$ cat config.mk
export PLATFORM = sky130hd
export DESIGN_NAME = ptwsp_cfg
export DESIGN_NICKNAME = d
export VERILOG_FILES = /design/src/sv/ptwsp_pkg.sv /design/src/sv/ptwsp_cfg.sv
export SDC_FILE = /design/constraint.sdc
export NUM_CORES = 1
export LEC_CHECK = 0
export BUFFER_PORTS_ARGS = -buffer_cell sky130_fd_sc_hd__buf_2
export CORE_MARGIN = 3
export CORE_UTILIZATION = 60
export DETAILED_ROUTE_END_ITERATION = 16
export PLACE_DENSITY = 0.87
export SETUP_SLACK_MARGIN = 0.2
export SLEW_MARGIN = 20
export SYNTH_ARGS = -nofsm -noshare
export SYNTH_HDL_FRONTEND = slang
export SYNTH_SLANG_ARGS = --single-unit
$ cat constraint.sdc
create_clock -name i_clk -period 13.4 [get_ports i_clk]
set_input_delay 1.34 -clock i_clk [delete_from_list [all_inputs] [get_ports i_clk]]
set_output_delay 1.34 -clock i_clk [all_outputs]
set_load 0.05 [all_outputs]
$ cat src/sv/ptwsp_pkg.sv
package ptwsp_pkg;

    // Encoder count width taken from each count input and the integral clamp.
    localparam int COUNT_BITS     = 32;
    localparam int INTEGRAL_LIMIT = 1000;

    // Field and register widths.
    localparam int ANGLE_W  = 10;
    localparam int TICK_W   = 16;
    localparam int GAIN_W   = 20;
    localparam int PWM_W    = 8;
    localparam int STEP_W   = 4;
    localparam int TARGET_W = STEP_W + TICK_W;
    localparam int INT_W    = 11;
    localparam int FRAC_W   = 16;
    localparam int STATUS_W = 2;

    // Datapath widths derived from the count width.
    localparam int MAG_W    = COUNT_BITS;
    localparam int ERR_W    = COUNT_BITS + 1;
    localparam int DER_W    = COUNT_BITS + 2;
    localparam int CMP_W    = (MAG_W > TARGET_W) ? MAG_W : TARGET_W;
    localparam int ESAT_W   = 13;
    localparam int ISUM_W   = ESAT_W + 1;
    localparam int BPROD_W  = GAIN_W + TARGET_W;
    localparam int BASE_W   = BPROD_W - FRAC_W;
    localparam int KP_W     = GAIN_W + 1 + ERR_W;
    localparam int KI_W     = GAIN_W + 1 + INT_W;
    localparam int KD_W     = GAIN_W + 1 + DER_W;
    localparam int CORR_W   = KD_W + 2;
    localparam int SQ_W     = CORR_W + 1;

    // Configuration port.
    localparam int APB_ADDR_W = 5;
    localparam int APB_DATA_W = 32;

    // Register reset values.
    localparam logic [ANGLE_W-1:0] ANGLE_RST   = ANGLE_W'(45);
    localparam logic [TICK_W-1:0]  TICKS_RST   = TICK_W'(8420);
    localparam logic [GAIN_W-1:0]  GAIN_RST    = GAIN_W'(72090);
    localparam logic [GAIN_W-1:0]  KP_RST      = GAIN_W'(19661);
    localparam logic [GAIN_W-1:0]  KI_RST      = GAIN_W'(197);
    localparam logic [GAIN_W-1:0]  KD_RST      = GAIN_W'(7);
    localparam logic [PWM_W-1:0]   CEILING_RST = PWM_W'(200);
    localparam logic [PWM_W-1:0]   FLOOR_RST   = PWM_W'(150);

    typedef enum logic [2:0] {
        REG_ANGLE   = 3'd0,
        REG_TICKS   = 3'd1,
        REG_GAIN    = 3'd2,
        REG_KP      = 3'd3,
        REG_KI      = 3'd4,
        REG_KD      = 3'd5,
        REG_CEILING = 3'd6,
        REG_FLOOR   = 3'd7
    } t_reg_idx;

    typedef enum logic [STATUS_W-1:0] {
        ST_TURNING = 2'd0,
        ST_REACHED = 2'd1,
        ST_INVALID = 2'd2
    } t_status;

    // Configuration as seen by the datapath, including derived values.
    typedef struct packed {
        logic                angle_ok;
        logic                angle_pos;
        logic [TARGET_W-1:0] target;
        logic [GAIN_W-1:0]   position_gain;
        logic [GAIN_W-1:0]   sync_kp;
        logic [GAIN_W-1:0]   sync_ki;
        logic [GAIN_W-1:0]   sync_kd;
        logic [PWM_W-1:0]    pwm_ceiling;
        logic [PWM_W-1:0]    pwm_floor;
    } t_cfg;

    // Per-item values handed from the tracking stages to the drive stages.
    typedef struct packed {
        t_status                   status;
        logic                      master_forward;
        logic [TARGET_W-1:0]       remaining;
        logic signed [ERR_W-1:0]   error;
        logic signed [INT_W-1:0]   integral;
        logic signed [DER_W-1:0]   deriv;
    } t_trk;

    // Number of 45-degree steps in an angle magnitude; zero when the
    // magnitude is zero, above 495 or not a multiple of 45.
    function automatic logic [STEP_W-1:0] angle_steps(input logic [ANGLE_W-1:0] mag);
        logic [STEP_W-1:0] steps;
        case (mag)
            ANGLE_W'(45):  steps = STEP_W'(1);
            ANGLE_W'(90):  steps = STEP_W'(2);
            ANGLE_W'(135): steps = STEP_W'(3);
            ANGLE_W'(180): steps = STEP_W'(4);
            ANGLE_W'(225): steps = STEP_W'(5);
            ANGLE_W'(270): steps = STEP_W'(6);
            ANGLE_W'(315): steps = STEP_W'(7);
            ANGLE_W'(360): steps = STEP_W'(8);
            ANGLE_W'(405): steps = STEP_W'(9);
            ANGLE_W'(450): steps = STEP_W'(10);
            ANGLE_W'(495): steps = STEP_W'(11);
            default:       steps = '0;
        endcase
        return steps;
    endfunction

endpackage

$ cat src/sv/ptwsp_cfg.sv
module ptwsp_cfg (
    input  logic                                i_clk,
    input  logic                                i_rst_n,
    input  logic                                psel,
    input  logic                                penable,
    input  logic                                pwrite,
    input  logic [ptwsp_pkg::APB_ADDR_W-1:0]    paddr,
    input  logic [ptwsp_pkg::APB_DATA_W-1:0]    pwdata,
    output logic [ptwsp_pkg::APB_DATA_W-1:0]    prdata,
    output logic                                pready,
    output ptwsp_pkg::t_cfg                     o_cfg
);
    import ptwsp_pkg::*;

    logic [ANGLE_W-1:0]  r_angle;
    logic [TICK_W-1:0]   r_ticks;
    logic [GAIN_W-1:0]   r_gain;
    logic [GAIN_W-1:0]   r_kp;
    logic [GAIN_W-1:0]   r_ki;
    logic [GAIN_W-1:0]   r_kd;
    logic [PWM_W-1:0]    r_ceiling;
    logic [PWM_W-1:0]    r_floor;

    logic                r_angle_ok;
    logic                r_angle_pos;
    logic [TARGET_W-1:0] r_target;

    logic                wr_en;
    t_reg_idx            reg_idx;
    logic [ANGLE_W-1:0]  angle_mag;
    logic [STEP_W-1:0]   steps;

    assign pready  = 1'b1;
    assign wr_en   = psel && penable && pwrite;
    assign reg_idx = t_reg_idx'(paddr[APB_ADDR_W-1:2]);

    // Register writes on the access phase of a write transfer.
    always_ff @(posedge i_clk) begin
        if (!i_rst_n) begin
            r_angle   <= ANGLE_RST;
            r_ticks   <= TICKS_RST;
            r_gain    <= GAIN_RST;
            r_kp      <= KP_RST;
            r_ki      <= KI_RST;
            r_kd      <= KD_RST;
            r_ceiling <= CEILING_RST;
            r_floor   <= FLOOR_RST;
        end else if (wr_en) begin
            case (reg_idx)
                REG_ANGLE:   r_angle   <= pwdata[ANGLE_W-1:0];
                REG_TICKS:   r_ticks   <= pwdata[TICK_W-1:0];
                REG_GAIN:    r_gain    <= pwdata[GAIN_W-1:0];
                REG_KP:      r_kp      <= pwdata[GAIN_W-1:0];
                REG_KI:      r_ki      <= pwdata[GAIN_W-1:0];
                REG_KD:      r_kd      <= pwdata[GAIN_W-1:0];
                REG_CEILING: r_ceiling <= pwdata[PWM_W-1:0];
                REG_FLOOR:   r_floor   <= pwdata[PWM_W-1:0];
                default:     r_floor   <= r_floor;
            endcase
        end
    end

    // Read data mux; the angle reads back sign extended.
    always_comb begin
        case (reg_idx)
            REG_ANGLE:   prdata = {{(APB_DATA_W-ANGLE_W){r_angle[ANGLE_W-1]}}, r_angle};
            REG_TICKS:   prdata = APB_DATA_W'(r_ticks);
            REG_GAIN:    prdata = APB_DATA_W'(r_gain);
            REG_KP:      prdata = APB_DATA_W'(r_kp);
            REG_KI:      prdata = APB_DATA_W'(r_ki);
            REG_KD:      prdata = APB_DATA_W'(r_kd);
            REG_CEILING: prdata = APB_DATA_W'(r_ceiling);
            REG_FLOOR:   prdata = APB_DATA_W'(r_floor);
            default:     prdata = '0;
        endcase
    end

    // Angle magnitude, step count and turn target.
    assign angle_mag = r_angle[ANGLE_W-1] ? (~r_angle + ANGLE_W'(1)) : r_angle;
    assign steps     = angle_steps(angle_mag);

    always_ff @(posedge i_clk) begin
        r_angle_ok  <= (steps != '0);
        r_angle_pos <= !r_angle[ANGLE_W-1] && (r_angle != '0);
        r_target    <= TARGET_W'(steps) * TARGET_W'(r_ticks);
    end

    always_comb begin
        o_cfg.angle_ok      = r_angle_ok;
        o_cfg.angle_pos     = r_angle_pos;
        o_cfg.target        = r_target;
        o_cfg.position_gain = r_gain;
        o_cfg.sync_kp       = r_kp;
        o_cfg.sync_ki       = r_ki;
        o_cfg.sync_kd       = r_kd;
        o_cfg.pwm_ceiling   = r_ceiling;
        o_cfg.pwm_floor     = r_floor;
    end

endmodule

== After elaboration in Yosys (flattened, before gate mapping) ==
Index checks and enable logic that the tools add are counted.
Storage, ports and cells
  flip-flop bits (word level): 144
  word-level logic and storage cells: 50
  output and inout port bits: 151
  input bits: 42
Cells by class
  $add $sub $neg: 1
  equal/unequal tests: 18
  reductions and logical operators: 15
  multipliers: 1
  bitwise gates (word level): 1
  mux-type cells: 3
Operator list (number)
  $pmux 32 s8: 1
  $eq 10x9->1 const B: 6
  $pmux 4 s11: 1
  $eq 10x8->1 const B: 3
  $mul 4x16->20: 1
  $reduce_and 2->1: 8
  $eq 3x3->1 const B: 4
  $add 10x1->10 const B: 1
  $eq 10x6->1 const B: 1
  $eq 10x7->1 const B: 1
  $mux 10: 1
  $not 10->10: 1
  $reduce_bool 10->1: 1
  $eq 3x2->1 const B: 2
  $reduce_bool 4->1: 1
  $eq 3x1->1 const B: 1
  $logic_and 1x1->1: 3
  $logic_not 3->1: 1
  $logic_not 1->1: 1

== Depth between registers and ports, before layout ==
  word-level depth: 6
  gate-level depth with buffers: 26
  mapped depth without buffers: 21

== Least setup slack after synthesis ==
OpenSTA, ideal clock, no wires.
  path type: reg2reg
  start: reg r_angle[0]
  end: reg r_target[16]
  path slack: 7801 ps
  data required time: 13280 ps
  period minus slack after synthesis: 5599 ps
  buffers on the path: 3
  library setup time: 120 ps
  stages on the path, launching flop included: 25
  arrival time: 5479 ps
  cells stage by stage: dfxtp_1 > buf_2 > inv_1 > ha_1 > buf_2 > or4bb_1 > o32ai_1 > o31ai_1 > nor4_2 > a22oi_1 > nand2_1 > buf_2 > nand2_1 > fa_1 > inv_1 > fa_1 > inv_1 > fa_1 > nor2b_1 > o31a_1 > nor4_1 > o41ai_1 > a21bo_2 > a21oi_1 > xnor2_1
Between the ends
  cells in the longest elaborated chain, start to end: 6
  elaborated cells on any way between the ends: 16
  those cells by class: add/sub (1); mul (1); eq/ne (11); mux (2); bitwise (1)
RTL lines
  start: declaration: RTL line ptwsp_cfg.sv:15  | logic [ANGLE_W-1:0] r_angle;
  start signal: assignment: RTL line ptwsp_cfg.sv:50  | REG_ANGLE: r_angle <= pwdata[ANGLE_W-1:0];
  $not 10->10: RTL line ptwsp_cfg.sv:79  | assign angle_mag = r_angle[ANGLE_W-1] ? (~r_angle + ANGLE_W'(1)) : r_angle;
  $add 10x1->10: RTL line ptwsp_cfg.sv:79
  $mux 10 *: RTL line ptwsp_cfg.sv:79
  $eq 10x9->1, or another cell as far along: RTL line ptwsp_pkg.sv:91  | case (mag)
  $pmux 4 s11 *: RTL line ptwsp_pkg.sv:91
  $mul 4x16->20 *: RTL line ptwsp_cfg.sv:85  | r_target <= TARGET_W'(steps) * TARGET_W'(r_ticks);
  end signal: assignment: RTL line ptwsp_cfg.sv:85
  end: declaration: RTL line ptwsp_cfg.sv:26  | logic [TARGET_W-1:0] r_target;
Mark *: on every way between the ends. The rest lies on a longest branch, timed or not.
A chain may end at the register's enable or synchronous reset.

== Worst setup path after layout ==
Ends and elaborated chain as after synthesis.

==> qor.csv <==
stage,metric,value,unit
power,Leak,4.52,nW
logic_synthesis,"Primary FF master, synth",dfxtp_1,
floorplan,Core Box Area,0.0146,mm2
grt,GRT overflow,0,
final_layout,antenna fix cells,0,
timing,Worst Max-Slew Pin Slew,1.09,ns
timing,crit path time final,6.82,ns
final_layout,fill cell count,1120,
cts,post_cts resized,0,
cts,clock root buffer,clkbuf_16,
logic_synthesis,number of flops mapped to enable cells by yosys,0,
routing,DRC,0,
floorplan,Die W,129,um
routing,post-DR vias/cell,6.15,
floorplan,# IOs,193,
timing,Final Hold Fails,0,
timing,unrepaired setup endpoints after global routing,false,
final_layout,"commonest non-fill, non-tap cell in the layout",nand2_1,
routing,DR iter-0 viols,869,
logic_synthesis,syn_nets,1221,
final_layout,fin area,0.0104,mm2
timing,f_max,147,MHz
grt,initial antenna violation count,0,
critical_path,Worst setup SP type,flop,
power,pwr/cell area,101,mW/mm2
grt,global-route wire length before repair,42800,um
routing,Antenna Nets Post-Route,0,
cts,CTS H-tree depth,4,
power,Peak VDD IR,95.8,uV
routing,routed via count,8812,
grt,pin count of the biggest net entering global routing,123,
logic_synthesis,asr flop ratio synth,0,
timing,fin. max-slew vios,0,
logic_synthesis,Mapped Cells,1126,
logic_synthesis,synthesized flop and latch total,144,
logic_synthesis,Ys Warns,0,
placement,# port buffers,177,
timing,fin crit share,0.509,
logic_synthesis,Post-Syn Area,0.00901,mm2
routing,TritonRoute pass-1 iters,8,
cts,clock sinks,144,
timing,Setup Skew,0.0128,ns
timing,final setup TNS,0,ns
timing,Slew Limit Headroom,0.271,
cts,Clock Tree Buf Depth,2,
critical_path,worst-path maximum fanout,20,
critical_path,Setup CP Type,flop to flop,
logic_synthesis,Synth cell types,78,
final_layout,fraction of final layout cells sized beyond drive strength 1,0.214,
floorplan,Initial Util,0.618,
critical_path,Crit. End Element,flop,
final_layout,Final nets,1332,
timing,"Setup violations, final",0,
placement,routability cong.,0.966,
hold_path,worst hold path type,flop to flop,
cts,TritonCTS buffer count,17,
grt,Tot GR Track Use,0.323,
cts,Worst-Skew Late Latency,0.43,ns
placement,Placed Area,0.00977,mm2
floorplan,row count,44,
cts,CTS tree,yes,
floorplan,die span in y,129,um
floorplan,Die Area,0.0165,mm2
routing,Routed WL,26700,um
run_status,status,"finished, final reports clean",
cts,Post-CTS Setup Inserts,0,
cts,clk slew on worst S/H paths,0.06,ns
critical_path,CP arrival,7.13,ns
final_layout,"commonest non-fill, non-tap cells in the layout","269 x nand2_1, 177 x buf_2, 144 x dfxtp_1",
critical_path,"Req. time, crit path",13.72,ns
logic_synthesis,Avg Inst Size Synth,8.00,um2
grt,vias in the first global route,8431,
job,max-cap viol count,0,
final_layout,Area Growth Syn to Fin,15.4,%
logic_synthesis,sequential area share after synthesis,0.320,
placement,Post-DP HPWL,18000,um
cts,CTS Hold Buffers Added,0,
routing,routed len/inst,18.6,um
-- path summary, 6_finish.rpt --
| kind | end | slack [ns] | cells after the start | from |
|---|---|---|---|---|
| min | r_kd[15] | 0.48 | 2 | r_kd[15] |
| max | r_target[16] | 6.58 | 21 | r_angle[0] |
| min reg2reg | r_kd[15] | 0.48 | 2 | r_kd[15] |
| max reg2reg | r_target[16] | 6.58 | 21 | r_angle[0] |
-- routing by layer --
metal,global-route usage,vias up,share of wire
li1,-,4040,-
met1,0.411,4176,0.39
met2,0.528,517,0.47
met3,0.0747,79,0.10
met4,0.138,0,0.035
met5,0,-,0
-- state kept, by name, summed over array words and instances (netlist names) --
signal,flops
r_kd,20
r_gain,20
r_angle_pos,1
r_kp,20
r_ticks,16
r_ki,20
r_target,20
r_floor,8
r_angle,10
r_ceiling,8
r_angle_ok,1
-- where the power goes --
part           internal (W)  total (W)  switching, W
Combinational     0.0000297   0.000108     0.0000786
Clock              0.000307   0.000509      0.000201
Sequential         0.000434   0.000438    0.00000465
Total              0.000771    0.00106      0.000284
-- cell families after synthesis --
logic type,count (synthesis),synth area share
AOI/OAI and AO/OA,242,0.186
xor gates and xnor gates,16,0.0156
adders and majority gates,53,0.0969
buffers and inverters,143,0.0686
DFF,144,0.320
muxes,47,0.0601
other,1,0.000416
and+or+nand+nor,480,0.252
-- per-stage QoR --
step | utilization | cells | setup WS (ns) | power [W] | hold WS, ns
3_3_place_gp | 0.670 | 1402 | 6.77 | 0.000552 | 0.464
6_report | 0.713 | 1434 | 6.58 | 0.00106 | 0.477
5_1_grt | 0.713 | 1434 | 6.10 | 0.00108 | 0.509
2_1_floorplan | - | 1126 | 7.80 | 0.000525 | 0.474
3_5_place_dp | 0.670 | 1402 | 6.71 | 0.000553 | 0.470
4_1_cts | 0.713 | 1434 | 6.67 | 0.00105 | 0.478
-- Yosys cell counts, drive strengths merged (4+ instances only) --
cell    count  share of area
a211oi      5         0.0042
a21boi     75          0.062
a21o        5         0.0042
a21oi      44          0.024
a22oi      18          0.015
a31oi       5         0.0035
and2       33          0.023
buf        32          0.022
clkbuf     60          0.025
dfxtp     144           0.32
fa         28          0.062
ha         25          0.035
inv        50          0.021
mux2       17          0.021
mux2i      26          0.029
mux4        4          0.010
nand2     269           0.11
nand2b     17          0.015
nand3      39          0.022
nand3b      4         0.0037
nor2       44          0.019
nor2b      23          0.017
nor3       17          0.011
nor4        7         0.0072
o211ai      6         0.0050
o21a        6         0.0050
o21ai      26          0.015
o22ai      12         0.0083
or2         5         0.0035
or3         4         0.0028
xnor2      13          0.013
-- cell type report --
class	count	area (um2)	area share
Multi-Input combinational cell	839	5530	0.532
Timing Repair Buffer	184	938	0.0902
Sequential cell	144	2880	0.277
Tap cell	184	230	0.0221
Clock inverter	12	170	0.0164
Clock buffer	20	457	0.0439
Inverter	51	191	0.0184
-- worst max-delay path, cell delays in order, from the launching register on --
cell and delay, ns:
dfxtp_1 0.47, inv_1 0.22, ha_1 0.61, or3b_2 0.52, o21ai_2 0.18, nand3b_2 0.14, a2111oi_2 0.39, a31oi_1 0.07
o31a_1 0.56, nand2b_4 0.25, fa_1 0.51, inv_1 0.06, fa_1 0.55, inv_1 0.06, fa_1 0.45, nor2b_1 0.19
o31a_1 0.20, nor4_1 0.08, o41ai_1 0.75, a21bo_2 0.24, a21oi_1 0.08, xnor2_1 0.13
No activity file was read; power rests on OpenSTA's default activity.
