==> src/sv/ptwsp_pkg.sv <==
package ptwsp_pkg;

    // Encoder count width taken from each count input and the integral clamp.
    localparam int COUNT_BITS     = 32;
    localparam int INTEGRAL_LIMIT = 1000;

    // Field and register widths.
    localparam int ANGLE_W  = 10;
    localparam int TICK_W   = 16;
    localparam int GAIN_W   = 20;
    localparam int PWM_W    = 8;
    localparam int STEP_W   = 4;
    localparam int TARGET_W = STEP_W + TICK_W;
    localparam int INT_W    = 11;
    localparam int FRAC_W   = 16;
    localparam int STATUS_W = 2;

    // Datapath widths derived from the count width.
    localparam int MAG_W    = COUNT_BITS;
    localparam int ERR_W    = COUNT_BITS + 1;
    localparam int DER_W    = COUNT_BITS + 2;
    localparam int CMP_W    = (MAG_W > TARGET_W) ? MAG_W : TARGET_W;
    localparam int ESAT_W   = 13;
    localparam int ISUM_W   = ESAT_W + 1;
    localparam int BPROD_W  = GAIN_W + TARGET_W;
    localparam int BASE_W   = BPROD_W - FRAC_W;
    localparam int KP_W     = GAIN_W + 1 + ERR_W;
    localparam int KI_W     = GAIN_W + 1 + INT_W;
    localparam int KD_W     = GAIN_W + 1 + DER_W;
    localparam int CORR_W   = KD_W + 2;
    localparam int SQ_W     = CORR_W + 1;

    // Configuration port.
    localparam int APB_ADDR_W = 5;
    localparam int APB_DATA_W = 32;

    // Register reset values.
    localparam logic [ANGLE_W-1:0] ANGLE_RST   = ANGLE_W'(45);
    localparam logic [TICK_W-1:0]  TICKS_RST   = TICK_W'(8420);
    localparam logic [GAIN_W-1:0]  GAIN_RST    = GAIN_W'(72090);
    localparam logic [GAIN_W-1:0]  KP_RST      = GAIN_W'(19661);
    localparam logic [GAIN_W-1:0]  KI_RST      = GAIN_W'(197);
    localparam logic [GAIN_W-1:0]  KD_RST      = GAIN_W'(7);
    localparam logic [PWM_W-1:0]   CEILING_RST = PWM_W'(200);
    localparam logic [PWM_W-1:0]   FLOOR_RST   = PWM_W'(150);

    typedef enum logic [2:0] {
        REG_ANGLE   = 3'd0,
        REG_TICKS   = 3'd1,
        REG_GAIN    = 3'd2,
        REG_KP      = 3'd3,
        REG_KI      = 3'd4,
        REG_KD      = 3'd5,
        REG_CEILING = 3'd6,
        REG_FLOOR   = 3'd7
    } t_reg_idx;

    typedef enum logic [STATUS_W-1:0] {
        ST_TURNING = 2'd0,
        ST_REACHED = 2'd1,
        ST_INVALID = 2'd2
    } t_status;

    // Configuration as seen by the datapath, including derived values.
    typedef struct packed {
        logic                angle_ok;
        logic                angle_pos;
        logic [TARGET_W-1:0] target;
        logic [GAIN_W-1:0]   position_gain;
        logic [GAIN_W-1:0]   sync_kp;
        logic [GAIN_W-1:0]   sync_ki;
        logic [GAIN_W-1:0]   sync_kd;
        logic [PWM_W-1:0]    pwm_ceiling;
        logic [PWM_W-1:0]    pwm_floor;
    } t_cfg;

    // Per-item values handed from the tracking stages to the drive stages.
    typedef struct packed {
        t_status                   status;
        logic                      master_forward;
        logic [TARGET_W-1:0]       remaining;
        logic signed [ERR_W-1:0]   error;
        logic signed [INT_W-1:0]   integral;
        logic signed [DER_W-1:0]   deriv;
    } t_trk;

    // Number of 45-degree steps in an angle magnitude; zero when the
    // magnitude is zero, above 495 or not a multiple of 45.
    function automatic logic [STEP_W-1:0] angle_steps(input logic [ANGLE_W-1:0] mag);
        logic [STEP_W-1:0] steps;
        case (mag)
            ANGLE_W'(45):  steps = STEP_W'(1);
            ANGLE_W'(90):  steps = STEP_W'(2);
            ANGLE_W'(135): steps = STEP_W'(3);
            ANGLE_W'(180): steps = STEP_W'(4);
            ANGLE_W'(225): steps = STEP_W'(5);
            ANGLE_W'(270): steps = STEP_W'(6);
            ANGLE_W'(315): steps = STEP_W'(7);
            ANGLE_W'(360): steps = STEP_W'(8);
            ANGLE_W'(405): steps = STEP_W'(9);
            ANGLE_W'(450): steps = STEP_W'(10);
            ANGLE_W'(495): steps = STEP_W'(11);
            default:       steps = '0;
        endcase
        return steps;
    endfunction

endpackage

==> src/sv/ptwsp_track.sv <==
module ptwsp_track (
    input  logic                           i_clk,
    input  logic                           i_rst_n,
    input  ptwsp_pkg::t_cfg                i_cfg,
    input  logic                           i_valid,
    output logic                           o_stall,
    input  logic                           i_start_move,
    input  logic signed [31:0]             i_master_count,
    input  logic signed [31:0]             i_slave_count,
    output logic                           o_valid,
    input  logic                           i_stall,
    output ptwsp_pkg::t_trk                o_trk
);
    import ptwsp_pkg::*;

    localparam logic signed [ISUM_W-1:0] ILIM_POS = ISUM_W'(INTEGRAL_LIMIT);
    localparam logic signed [ISUM_W-1:0] ILIM_NEG = -ISUM_W'(INTEGRAL_LIMIT);
    localparam logic signed [ESAT_W-1:0] ESAT_MAX = {1'b0, {(ESAT_W-1){1'b1}}};
    localparam logic signed [ESAT_W-1:0] ESAT_MIN = {1'b1, {(ESAT_W-1){1'b0}}};

    // Stage valids and flow control.
    logic r_v0, r_v1, r_v2;
    logic take0, take1, take2, adv1;

    // Input register.
    logic                  r_start0;
    logic [COUNT_BITS-1:0] r_mcnt0;
    logic [COUNT_BITS-1:0] r_scnt0;

    // Magnitude register.
    logic             r_start1;
    logic [MAG_W-1:0] r_mmag1;
    logic [MAG_W-1:0] r_smag1;

    // Turn state.
    logic                    r_done;
    logic signed [INT_W-1:0] r_integral;
    logic signed [ERR_W-1:0] r_last_error;
    logic                    n_done;
    logic signed [INT_W-1:0] n_integral;
    logic signed [ERR_W-1:0] n_last_error;

    // Stage logic.
    logic [MAG_W-1:0]        mmag, smag;
    logic signed [ERR_W-1:0] error;
    logic [CMP_W-1:0]        m_x, tgt_x, rem_full;
    logic                    reached;
    logic                    eff_done;
    logic signed [INT_W-1:0] eff_int;
    logic signed [ERR_W-1:0] eff_last;
    logic                    sat_hi, sat_lo;
    logic signed [ESAT_W-1:0] esat;
    logic signed [ISUM_W-1:0] isum;
    logic signed [INT_W-1:0] int_upd;
    logic signed [DER_W-1:0] deriv;
    t_trk                    n_trk;
    t_trk                    r_trk2;

    assign take2   = !r_v2 || !i_stall;
    assign take1   = !r_v1 || take2;
    assign take0   = !r_v0 || take1;
    assign adv1    = r_v1 && take2;
    assign o_stall = !take0;
    assign o_valid = r_v2;
    assign o_trk   = r_trk2;

    always_ff @(posedge i_clk) begin
        if (!i_rst_n) begin
            r_v0 <= 1'b0;
            r_v1 <= 1'b0;
            r_v2 <= 1'b0;
        end else begin
            if (take0) r_v0 <= i_valid;
            if (take1) r_v1 <= r_v0;
            if (take2) r_v2 <= r_v1;
        end
    end

    // Input transfer: keep the low count bits of each encoder.
    always_ff @(posedge i_clk) begin
        if (take0 && i_valid) begin
            r_start0 <= i_start_move;
            r_mcnt0  <= i_master_count[COUNT_BITS-1:0];
            r_scnt0  <= i_slave_count[COUNT_BITS-1:0];
        end
    end

    // Stage A: absolute encoder counts.
    assign mmag = r_mcnt0[COUNT_BITS-1] ? (~r_mcnt0 + MAG_W'(1)) : r_mcnt0;
    assign smag = r_scnt0[COUNT_BITS-1] ? (~r_scnt0 + MAG_W'(1)) : r_scnt0;

    always_ff @(posedge i_clk) begin
        if (take1 && r_v0) begin
            r_start1 <= r_start0;
            r_mmag1  <= mmag;
            r_smag1  <= smag;
        end
    end

    // Stage B: target compare, sync error, integral and derivative.
    assign error    = $signed({1'b0, r_smag1}) - $signed({1'b0, r_mmag1});
    assign m_x      = CMP_W'(r_mmag1);
    assign tgt_x    = CMP_W'(i_cfg.target);
    assign reached  = (m_x >= tgt_x);
    assign rem_full = tgt_x - m_x;

    // A new turn clears the state before this tick is used.
    assign eff_done = r_start1 ? 1'b0 : r_done;
    assign eff_int  = r_start1 ? '0 : r_integral;
    assign eff_last = r_start1 ? '0 : r_last_error;

    // The error is saturated first; the integral clamp hides the difference.
    assign sat_hi = !error[ERR_W-1] && (|error[ERR_W-2:ESAT_W-1]);
    assign sat_lo = error[ERR_W-1] && !(&error[ERR_W-2:ESAT_W-1]);

    always_comb begin
        if (sat_hi) begin
            esat = ESAT_MAX;
        end else if (sat_lo) begin
            esat = ESAT_MIN;
        end else begin
            esat = error[ESAT_W-1:0];
        end
        isum = ISUM_W'(eff_int) + ISUM_W'(esat);
        if (isum > ILIM_POS) begin
            int_upd = INT_W'(ILIM_POS);
        end else if (isum < ILIM_NEG) begin
            int_upd = INT_W'(ILIM_NEG);
        end else begin
            int_upd = isum[INT_W-1:0];
        end
    end

    assign deriv = DER_W'(error) - DER_W'(eff_last);

    // Decide the status and the next turn state.
    always_comb begin
        n_done       = eff_done;
        n_integral   = eff_int;
        n_last_error = eff_last;
        n_trk.master_forward = i_cfg.angle_pos;
        n_trk.remaining      = rem_full[TARGET_W-1:0];
        n_trk.error          = error;
        n_trk.integral       = int_upd;
        n_trk.deriv          = deriv;
        if (!i_cfg.angle_ok) begin
            n_trk.status = ST_INVALID;
        end else if (eff_done || reached) begin
            n_trk.status = ST_REACHED;
            n_done       = 1'b1;
        end else begin
            n_trk.status = ST_TURNING;
            n_integral   = int_upd;
            n_last_error = error;
        end
    end

    always_ff @(posedge i_clk) begin
        if (!i_rst_n) begin
            r_done       <= 1'b0;
            r_integral   <= '0;
            r_last_error <= '0;
        end else if (adv1) begin
            r_done       <= n_done;
            r_integral   <= n_integral;
            r_last_error <= n_last_error;
        end
    end

    always_ff @(posedge i_clk) begin
        if (adv1) begin
            r_trk2 <= n_trk;
        end
    end

endmodule

==> config.mk <==
export PLATFORM = sky130hd
export DESIGN_NAME = ptwsp_track
export DESIGN_NICKNAME = d
export VERILOG_FILES = /design/src/sv/ptwsp_pkg.sv /design/src/sv/ptwsp_track.sv
export SDC_FILE = /design/constraint.sdc
export NUM_CORES = 1
export LEC_CHECK = 0
export BUFFER_PORTS_ARGS = -buffer_cell sky130_fd_sc_hd__clkbuf_2
export CORE_MARGIN = 2
export CORE_UTILIZATION = 25
export DETAILED_ROUTE_END_ITERATION = 6
export PLACE_DENSITY = 0.41
export SYNTH_ARGS = -nofsm -noshare
export SYNTH_HDL_FRONTEND = slang
export SYNTH_SLANG_ARGS = --single-unit
==> constraint.sdc <==
create_clock -name i_clk -period 7.98 [get_ports i_clk]
set_input_delay 1.596 -clock i_clk [delete_from_list [all_inputs] [get_ports i_clk]]
set_output_delay 1.596 -clock i_clk [all_outputs]
set_load 0.05 [all_outputs]
After elaboration in Yosys (flattened, before gate mapping)
Cells that the tools add are included.
Storage, ports and cells
  bits in registers: 279
Operators by class
  add/subtract/negate cells: 6
  $lt $le $gt $ge: 3
  mux-type cells: 16
  bitwise logic cells: 2
  reduce and logical (&&, ||, !) cells: 18
Operators with widths (number)
  33-bit 2-to-1 mux: 3
  32-bit by 1-bit adder with 32-bit output, second input constant: 2
  32-bit inverter: 2
  31-bit 2-to-1 mux: 2
  11-bit 2-to-1 mux: 5
  33-bit by 33-bit subtractor with 34-bit output: 1
  32-bit by 32-bit subtractor with 33-bit output: 1
  32-bit by 20-bit greater-or-equal comparator with 1-bit output: 1
  13-bit 2-to-1 mux: 2
  20-bit AND reduction: 1
  20-bit OR reduction: 1
  20-bit subtractor: 1
  11-bit by 13-bit adder with 14-bit output: 1
  14-bit by 11-bit > comparator with 1-bit output, second input constant: 1
  14-bit by 11-bit < comparator with 1-bit output, second input constant: 1
  1-bit zero test: 7
  1-bit logical AND: 5
  1-bit logical OR: 4
  1-bit 2-to-1 mux: 4

Logic depth before layout (Yosys ltp)
Gate-level depths: netlist (run 1).
  depth in word-level cells: 12
  mapped depth: 39

Worst setup path before layout (run 1)
No wires, ideal clock.
  path type: input-to-reg
  from: input i_stall
  to: register r_last_error[23]
  library setup time: 0.117 ns
  arrival: 8.272 ns
  slack: -0.409 ns
  cell stages on the path: 4
  buffers on the path: 1
  cells stage by stage: a21boi_1 > a31oi_1 > clkbuf_1 > a22o_1
Between the ends
  word-level cells in the longest chain between the ends: 3
Ends and longest elaborated chain
  from (decl): RTL line ptwsp_track.sv:11  | input logic i_stall,
  1-bit zero test: RTL line ptwsp_track.sv:59  | assign take2 = !r_v2 || !i_stall;
  1-bit logical OR: RTL line ptwsp_track.sv:59
  1-bit logical AND: RTL line ptwsp_track.sv:62  | assign adv1 = r_v1 && take2;
  to (signal assigned): RTL line ptwsp_track.sv:166  | r_last_error <= n_last_error;
  to (decl): RTL line ptwsp_track.sv:38  | logic signed [ERR_W-1:0] r_last_error;
Every way passes these cells.
A chain may end at the register's enable or synchronous reset.

Worst setup path after layout (run 1)
  from: register r_mmag1[0], in the netlist m_x[0]
  to: register r_integral[3]
Between the ends
  word-level cells in the longest chain between the ends: 12
Ends and longest elaborated chain
  from (decl): RTL line ptwsp_track.sv:32  | logic [MAG_W-1:0] r_mmag1;
  from (signal assigned): RTL line ptwsp_track.sv:95  | r_mmag1 <= mmag;
  32-bit by 32-bit subtractor with 33-bit output (*): RTL line ptwsp_track.sv:101  | assign error = $signed({1'b0, r_smag1}) - $signed({1'b0, r_mmag1});
  via error[16]: RTL line ptwsp_track.sv:45  | logic signed [ERR_W-1:0] error;
  20-bit AND reduction: RTL line ptwsp_track.sv:114  | assign sat_lo = error[ERR_W-1] && !(&error[ERR_W-2:ESAT_W-1]);
  1-bit zero test: RTL line ptwsp_track.sv:114
  1-bit logical AND: RTL line ptwsp_track.sv:114
  13-bit 2-to-1 mux: RTL line ptwsp_track.sv:119  | end else if (sat_lo) begin
  13-bit 2-to-1 mux (*): RTL line ptwsp_track.sv:117  | if (sat_hi) begin
  11-bit by 13-bit adder with 14-bit output (*): RTL line ptwsp_track.sv:124  | isum = ISUM_W'(eff_int) + ISUM_W'(esat);
  14-bit by 11-bit < comparator with 1-bit output: RTL line ptwsp_track.sv:127  | end else if (isum < ILIM_NEG) begin
  11-bit 2-to-1 mux: RTL line ptwsp_track.sv:127
  11-bit 2-to-1 mux (*): RTL line ptwsp_track.sv:125  | if (isum > ILIM_POS) begin
  via int_upd[3]: RTL line ptwsp_track.sv:54  | logic signed [INT_W-1:0] int_upd;
  11-bit 2-to-1 mux (*): RTL line ptwsp_track.sv:148  | end else if (eff_done || reached) begin
  11-bit 2-to-1 mux (*): RTL line ptwsp_track.sv:146  | if (!i_cfg.angle_ok) begin
  to (signal assigned): RTL line ptwsp_track.sv:165  | r_integral <= n_integral;
  to (decl): RTL line ptwsp_track.sv:37  | logic signed [INT_W-1:0] r_integral;
Mark *: on every way through the listed nets, which the timed path passes. The rest lies on a longest branch.

==> metrics.txt, run 1 <==
result of the run=completed; width of the die=253 µm; count of pins on the block boundary=290; Finished Layout Cells=2,492; net count of the mapped netlist=1,712; starting utilization of the core area=25.2%; register area share after synthesis=51.1%; total clock buffers created by CTS=36; smallest setup slack after layout=0.299 ns; Vias/cell=4.46; Hold Path Class=reg2reg; max-cap violation count=0; core area=61,400 µm²; PortBufs=193; Pleak=7.60 nW; family with the most delay on the worst path=simple AND/OR/NAND/NOR gates; Routed Antenna Nets=0; FF-to-FF path depth=34; buffer depth of the longest clock path=3; final routed DRC violation total=0; Rel. slew slack=32.8%; maximum number of pins on one net before global-route repair=66; Yosys top cell area share=44.9%; Top cell by count, worst path=sky130_fd_sc_hd__a21oi_2; CP Data Arrival Time=8.12 ns; total wire length after detailed routing=40.7 mm; Fin Setup TNS=0 ns; Post-Place Worst Slack=-0.0829 ns; fraction of the cycle the final worst path needs=96.3%; IR drop worst, VDD=0.122 mV; post-layout net count=1,978; Reg-to-Reg Start=m_x[0]$_DFFE_PP_; # placed instances=2,426; slew at the pin with the worst max-slew slack=1.01 ns; slowest cell on the critical path=sky130_fd_sc_hd__or4_1; layout cells sized above 1=21.2%; required time of the worst setup path=8.42 ns; Clock Latency Late Sink=0.55 ns; Hold Crit Start=r_start0$_DFFE_PP_; top post-synthesis cells by area=sky130_fd_sc_hd__edfxtp_1 45%, sky130_fd_sc_hd__ha_1 8.8%, sky130_fd_sc_hd__xnor2_1 6.4%; initial antenna violation count=0; Worst Clk Skew=0.0246 ns; highest clock frequency the design can meet=130 MHz; Pwr Density=236 nW/µm²; HPWL reported at the end of detailed placement=31.1 mm; mean cell area of the mapped netlist=10.9 µm²; CP max stage delay=0.51 ns; global-route wire length before repair=62.4 mm; number of levels the H-tree was split into=2; Initial DRC Count=537; Tot Pwr=4.50 mW; Yosys warning total=0; Die Footprint=63,800 µm²; Remaining Overflow, GRT=0; vias in the first global route=11,300; routability congestion estimate from global placement=0.809; maximum fanout along the worst path=6; gr usage total=12.6%; CTS Sinks=279; post-synthesis async set-or-reset flop share=0%; multi-input combinational cell area=7080 µm²; most instantiated flip-flop cell in the synthesis netlist=sky130_fd_sc_hd__edfxtp_1; Storage cell area=7900 µm²; startpoint types=flip-flop; type of destination of the critical path=flip-flop; post-synthesis cell type with the largest combined area=sky130_fd_sc_hd__edfxtp_1; Hold Violations, Final=0; 1st-pass router iterations=5; sink of the worst hold path=r_start1$_DFFE_PP_; crit path kind=reg2reg; Die Ht=253 µm; library cells used by synthesis=87; Inserted Diodes=0; highest-count cells in the layout ignoring fill and taps=231 x sky130_fd_sc_hd__edfxtp_1, 193 x sky130_fd_sc_hd__clkbuf_2, 128 x sky130_fd_sc_hd__inv_1; Worst Hold Path Cells=0; CTS tree=done; routed len/inst=16.3 µm; number of failing setup endpoints in the final timing report=0; number of instances in the synthesized netlist=1,412; count of fill cells added during filler insertion=6,255; post-synthesis instance area=15,400 µm²; cell at the root of the clock tree=sky130_fd_sc_hd__clkbuf_16; count of final max-slew check failures=0; Layout area overhead=23.4%; via count of the routed design=11,100; flop-to-flop setup slack=0.30 ns; final critical path time including I/O delays and setup=7.68 ns; most frequent standard cell in the layout excluding fill and tap cells=sky130_fd_sc_hd__edfxtp_1; Post-synth EDFFs=231; Final Hold Slack=0.423 ns; worst reg2reg path endpoint=r_integral[3]$_SDFFE_PN0P_; clock edge transition at the registers on the reported setup and hold paths=0.06 ns; flop and latch count out of synthesis=279; # rows=91; Buffers & Inverters on Critical Path=2
[per-layer routing]
| metal | part of all wire, % | GRT usage, % | up-vias |
|---|---|---|---|
| li1 | - | - | 5674 |
| met1 | 47 | 16.5 | 5176 |
| met2 | 47 | 21.0 | 208 |
| met3 | 4.2 | 2.41 | 53 |
| met4 | 2.2 | 3.65 | 0 |
| met5 | 0 | 0 | - |
[power by group]
group	switching (mW)	total, mW	internal [mW]	leakage [nW]
Sequential	0.0531	1.78	1.73	2.56
Clock	0.628	1.55	0.918	0.541
Combinational	0.728	1.17	0.446	4.51
[through the flow]
step | util, % | area [µm²]
4_1_cts | 30.8 | 18900
3_3_place_gp | 29.0 | 17800
6_report | 31.0 | 19000
5_1_grt | 31.0 | 19000
2_1_floorplan | - | 15400
3_5_place_dp | 29.0 | 17800
[state kept, by name, summed over array words and instances, names as in the netlist]
| register | cells |
|---|---|
| r_integral | 11 |
| o_trk | 101 |
| r_start0 | 1 |
| r_done | 1 |
| r_last_error | 33 |
| o_valid | 1 |
| r_v0 | 1 |
| m_x | 32 |
| r_mcnt0 | 32 |
| r_v1 | 1 |
| r_scnt0 | 32 |
| r_start1 | 1 |
| r_smag1 | 32 |
[cells in the mapped netlist (all sizes together) (20+ instances only)]
master and number:
nor2b 30, inv 130, edfxtp 231, a22o 42
o21ai 89, o31ai 21, clkbuf 22, xor2 20
nand2 110, ha 109, dfxtp 48, a21o 29
a21oi 71, nor2 89, xnor2 113, a21boi 20
[worst max path at each step]
stage / from / endpoint / slack (ns) / depth (start not counted)
finish: m_x[0]$_DFFE_PP_ / r_integral[3]$_SDFFE_PN0P_ / 0.30 / 34
global route: m_x[0]$_DFFE_PP_ / r_integral[3]$_SDFFE_PN0P_ / -0.07 / 34
CTS: m_x[0]$_DFFE_PP_ / r_integral[3]$_SDFFE_PN0P_ / 0.009 / 35
detailed placement: m_x[0]$_DFFE_PP_ / r_integral[3]$_SDFFE_PN0P_ / -0.08 / 34
global placement: m_x[0]$_DFFE_PP_ / r_integral[3]$_SDFFE_PN0P_ / 0.005 / 35
floorplan: r_smag1[0]$_DFFE_PP_ / r_integral[3]$_SDFFE_PN0P_ / 0.61 / 35
[logic make-up (layout without fill, tap and decap cells)]
kind of cell	Yosys count	count (layout)	share of synthesized area (%)
flip-flops	279	279	51.1
adder cells (fa/ha/maj)	115	115	9.49
XOR/XNOR	133	133	7.54
AO/OA/AOI/OAI	370	370	16.7
buffers and inverters	161	451	3.98
multiplexers	1	1	0.0648
AND/OR/NAND/NOR	353	353	11.1
[layout make-up]
type / count / area share [%]
Clock buffer: 43 / 5.03
Clock inverter: 19 / 0.788
Inverter: 132 / 2.60
Multi-Input combinational cell: 972 / 37.2
Sequential cell: 279 / 41.5
Tap cell: 790 / 5.19
Timing Repair Buffer: 257 / 7.75
[timing repair]
action / 4_1_cts / 5_1_grt
setup buffers: 0 / 3
resized for setup: 4 / 28
hold buffers: 0 / 0
cloned: 0 / 1
endpoints found under the setup margin: 9 / 20
pin swaps: 3 / 15
Power figures use the tool's default switching activity.
==> run 2, diff against run 1 <==
- PLACE_DENSITY: 0.41 -> 0.39
- REMOVE_ABC_BUFFERS: default -> 1
- clock period: 7.98 -> 9.8 ns (I/O delays scaled with it)
==> run 2 against run 1 <==
Net effect: largest cell class unchanged; fmax is 11% lower; combinational power is 24% lower; critical endpoint is now o_trk[34]$_DFFE_PP_; total power down 20%; routed wire length fell by 0.35%.
==> metrics.txt, run 2 (synthesized netlist as in run 1, its figures left out) <==
result of the run=completed (unchanged); Tot Pwr=3.60 mW (was 4.50 mW); maximum fanout along the worst path=12 (was 6); Die Ht=253 µm (unchanged); buffers inserted during post-CTS setup optimization=0 (unchanged); Inserted Diodes=0 (unchanged); routed len/inst=16.6 µm (was 16.3 µm); Final Hold Slack=0.443 ns (was 0.423 ns); slew at the pin with the worst max-slew slack=1.01 ns (about the same); Finished Core Util=30.3% (was 31.0%); vias in the first global route=10,900 (was 11,300); Vias/cell=4.44 (was 4.46); IR drop worst, VDD=0.106 mV (was 0.122 mV); number of levels the H-tree was split into=2 (unchanged); highest clock frequency the design can meet=116 MHz (was 130 MHz); gr usage total=12.6% (about the same); routability congestion estimate from global placement=0.765 (was 0.809); final routed DRC violation total=0 (unchanged); total wire length after detailed routing=40.5 mm (was 40.7 mm); required time of the worst setup path=10.09 ns (was 8.42 ns); flop-to-flop setup slack=1.14 ns (was 0.30 ns); initial antenna violation count=1 (was 0); count of fill cells added during filler insertion=6,330 (was 6,255); Remaining Overflow, GRT=0 (unchanged); Hold Path Class=reg2reg (unchanged); smallest setup slack after layout=1.14 ns (was 0.299 ns); unrepaired setup endpoints after global routing=false; Top cell by count, worst path=sky130_fd_sc_hd__a21oi_1 (was sky130_fd_sc_hd__a21oi_2); hold buffer count at cts=0 (unchanged); Die Footprint=63,800 µm² (unchanged); layout cells sized above 1=17.5% (was 21.2%); highest-count cells in the layout ignoring fill and taps=231 x sky130_fd_sc_hd__edfxtp_1, 193 x sky130_fd_sc_hd__clkbuf_2, 129 x sky130_fd_sc_hd__inv_1 (was 231 x sky130_fd_sc_hd__edfxtp_1, 193 x sky130_fd_sc_hd__clkbuf_2, 128 x sky130_fd_sc_hd__inv_1); Pwr Density=194 nW/µm² (was 236 nW/µm²); count of pins on the block boundary=290 (unchanged); width of the die=253 µm (unchanged); PortBufs=193 (unchanged); Worst Setup SP=m_x[4]$_DFFE_PP_ (was m_x[0]$_DFFE_PP_); Pleak=7.37 nW (was 7.60 nW); core area=61,400 µm² (unchanged); HPWL reported at the end of detailed placement=31.0 mm (was 31.1 mm); number of failing setup endpoints in the final timing report=0 (unchanged); fraction of the cycle the final worst path needs=88.3% (was 96.3%); 1st-pass router iterations=4 (was 5); Hold Violations, Final=0 (unchanged); Storage cell area=7900 µm² (unchanged); Rel. slew slack=32.4% (was 32.8%); Resized cells post-CTS=0 (was 4); Clock Latency Late Sink=0.54 ns (was 0.55 ns); final critical path time including I/O delays and setup=8.66 ns (was 7.68 ns); total clock buffers created by CTS=36 (unchanged); Layout area overhead=20.2% (was 23.4%); slowest cell on the critical path=sky130_fd_sc_hd__xor2_1 (was sky130_fd_sc_hd__or4_1); Worst Clk Skew=0.0163 ns (was 0.0246 ns); maximum number of pins on one net before global-route repair=66 (unchanged); post-layout net count=1,930 (was 1,978); max reg flops=101 (unchanged); Post-Place Worst Slack=1.07 ns (was -0.0829 ns); # rows=91 (unchanged); most frequent standard cell in the layout excluding fill and tap cells=sky130_fd_sc_hd__edfxtp_1 (unchanged); Routed Antenna Nets=0 (unchanged); cell at the root of the clock tree=sky130_fd_sc_hd__clkbuf_16 (unchanged); CP Data Arrival Time=8.94 ns (was 8.12 ns); CTS tree=done (unchanged); max-cap violation count=0 (unchanged); global-route wire length before repair=61.9 mm (was 62.4 mm); via count of the routed design=10,900 (was 11,100); Reg-to-Reg Start=m_x[4]$_DFFE_PP_ (was m_x[0]$_DFFE_PP_); crit path kind=reg2reg (unchanged); startpoint types=flip-flop (unchanged); count of final max-slew check failures=0 (unchanged); CP max stage delay=0.71 ns (was 0.51 ns); clock edge transition at the registers on the reported setup and hold paths=0.06 ns (about the same); buffer depth of the longest clock path=3 (unchanged); type of destination of the critical path=flip-flop (unchanged); CTS Sinks=279 (unchanged); multi-input combinational cell area=6970 µm² (was 7080 µm²); Hold Crit Start=r_start0$_DFFE_PP_ (unchanged); Initial DRC Count=498 (was 537); starting utilization of the core area=25.2% (unchanged)
run 2: area by class of cell:
type	count	area share [%]
Multi-Input combinational cell	972	37.5
Inverter	132	2.67
Timing Repair Buffer	209	5.85
Clock inverter	17	0.600
Clock buffer	48	5.48
Sequential cell	279	42.5
Tap cell	790	5.32
run 2: worst paths after layout:
kind	to	cells after the start
setup / recovery	o_trk[34]$_DFFE_PP_	32
hold / removal	r_start1$_DFFE_PP_	0
setup reg to reg	o_trk[34]$_DFFE_PP_	32
hold reg to reg	r_start1$_DFFE_PP_	0
run 2: per-layer routing:
layer | track usage [%] | wire length [µm] | part of all wire [%] | vias up
li1 | - | - | - | 5607
met4 | 3.40 | 749 | 1.8 | 2
met5 | 0 | 13 | 0.032 | -
met3 | 2.29 | 1500 | 3.7 | 45
met1 | 16.6 | 19100 | 47 | 5059
met2 | 21.1 | 19100 | 47 | 154
run 2: report_power, final:
group | switching (mW) | total (mW) | internal, mW
Clock | 0.512 | 1.27 | 0.754
Sequential | 0.0421 | 1.45 | 1.41
Combinational | 0.573 | 0.886 | 0.312
Total | 1.13 | 3.60 | 2.47
run 2: metrics by stage:
step | area [µm²] | std cells | setup TNS, ns
after floorplan | 15300 | 1383 | -37.78
after global placement | 17400 | 2382 | 0
after detailed placement | 17400 | 2382 | 0
after CTS | 18600 | 2447 | 0
after global routing | 18600 | 2447 | 0
final | 18600 | 2447 | 0
run 2: worst max-delay path, delay by kind of cell, from the launching register on:
kind,cells,cell delay (ns)
AOI/OAI and AO/OA,16,3.65
and+or+nand+nor,10,2.28
xor gates and xnor gates,2,0.97
adders and majority gates,3,0.93
DFF,1,0.42
buffers and inverters,1,0.11
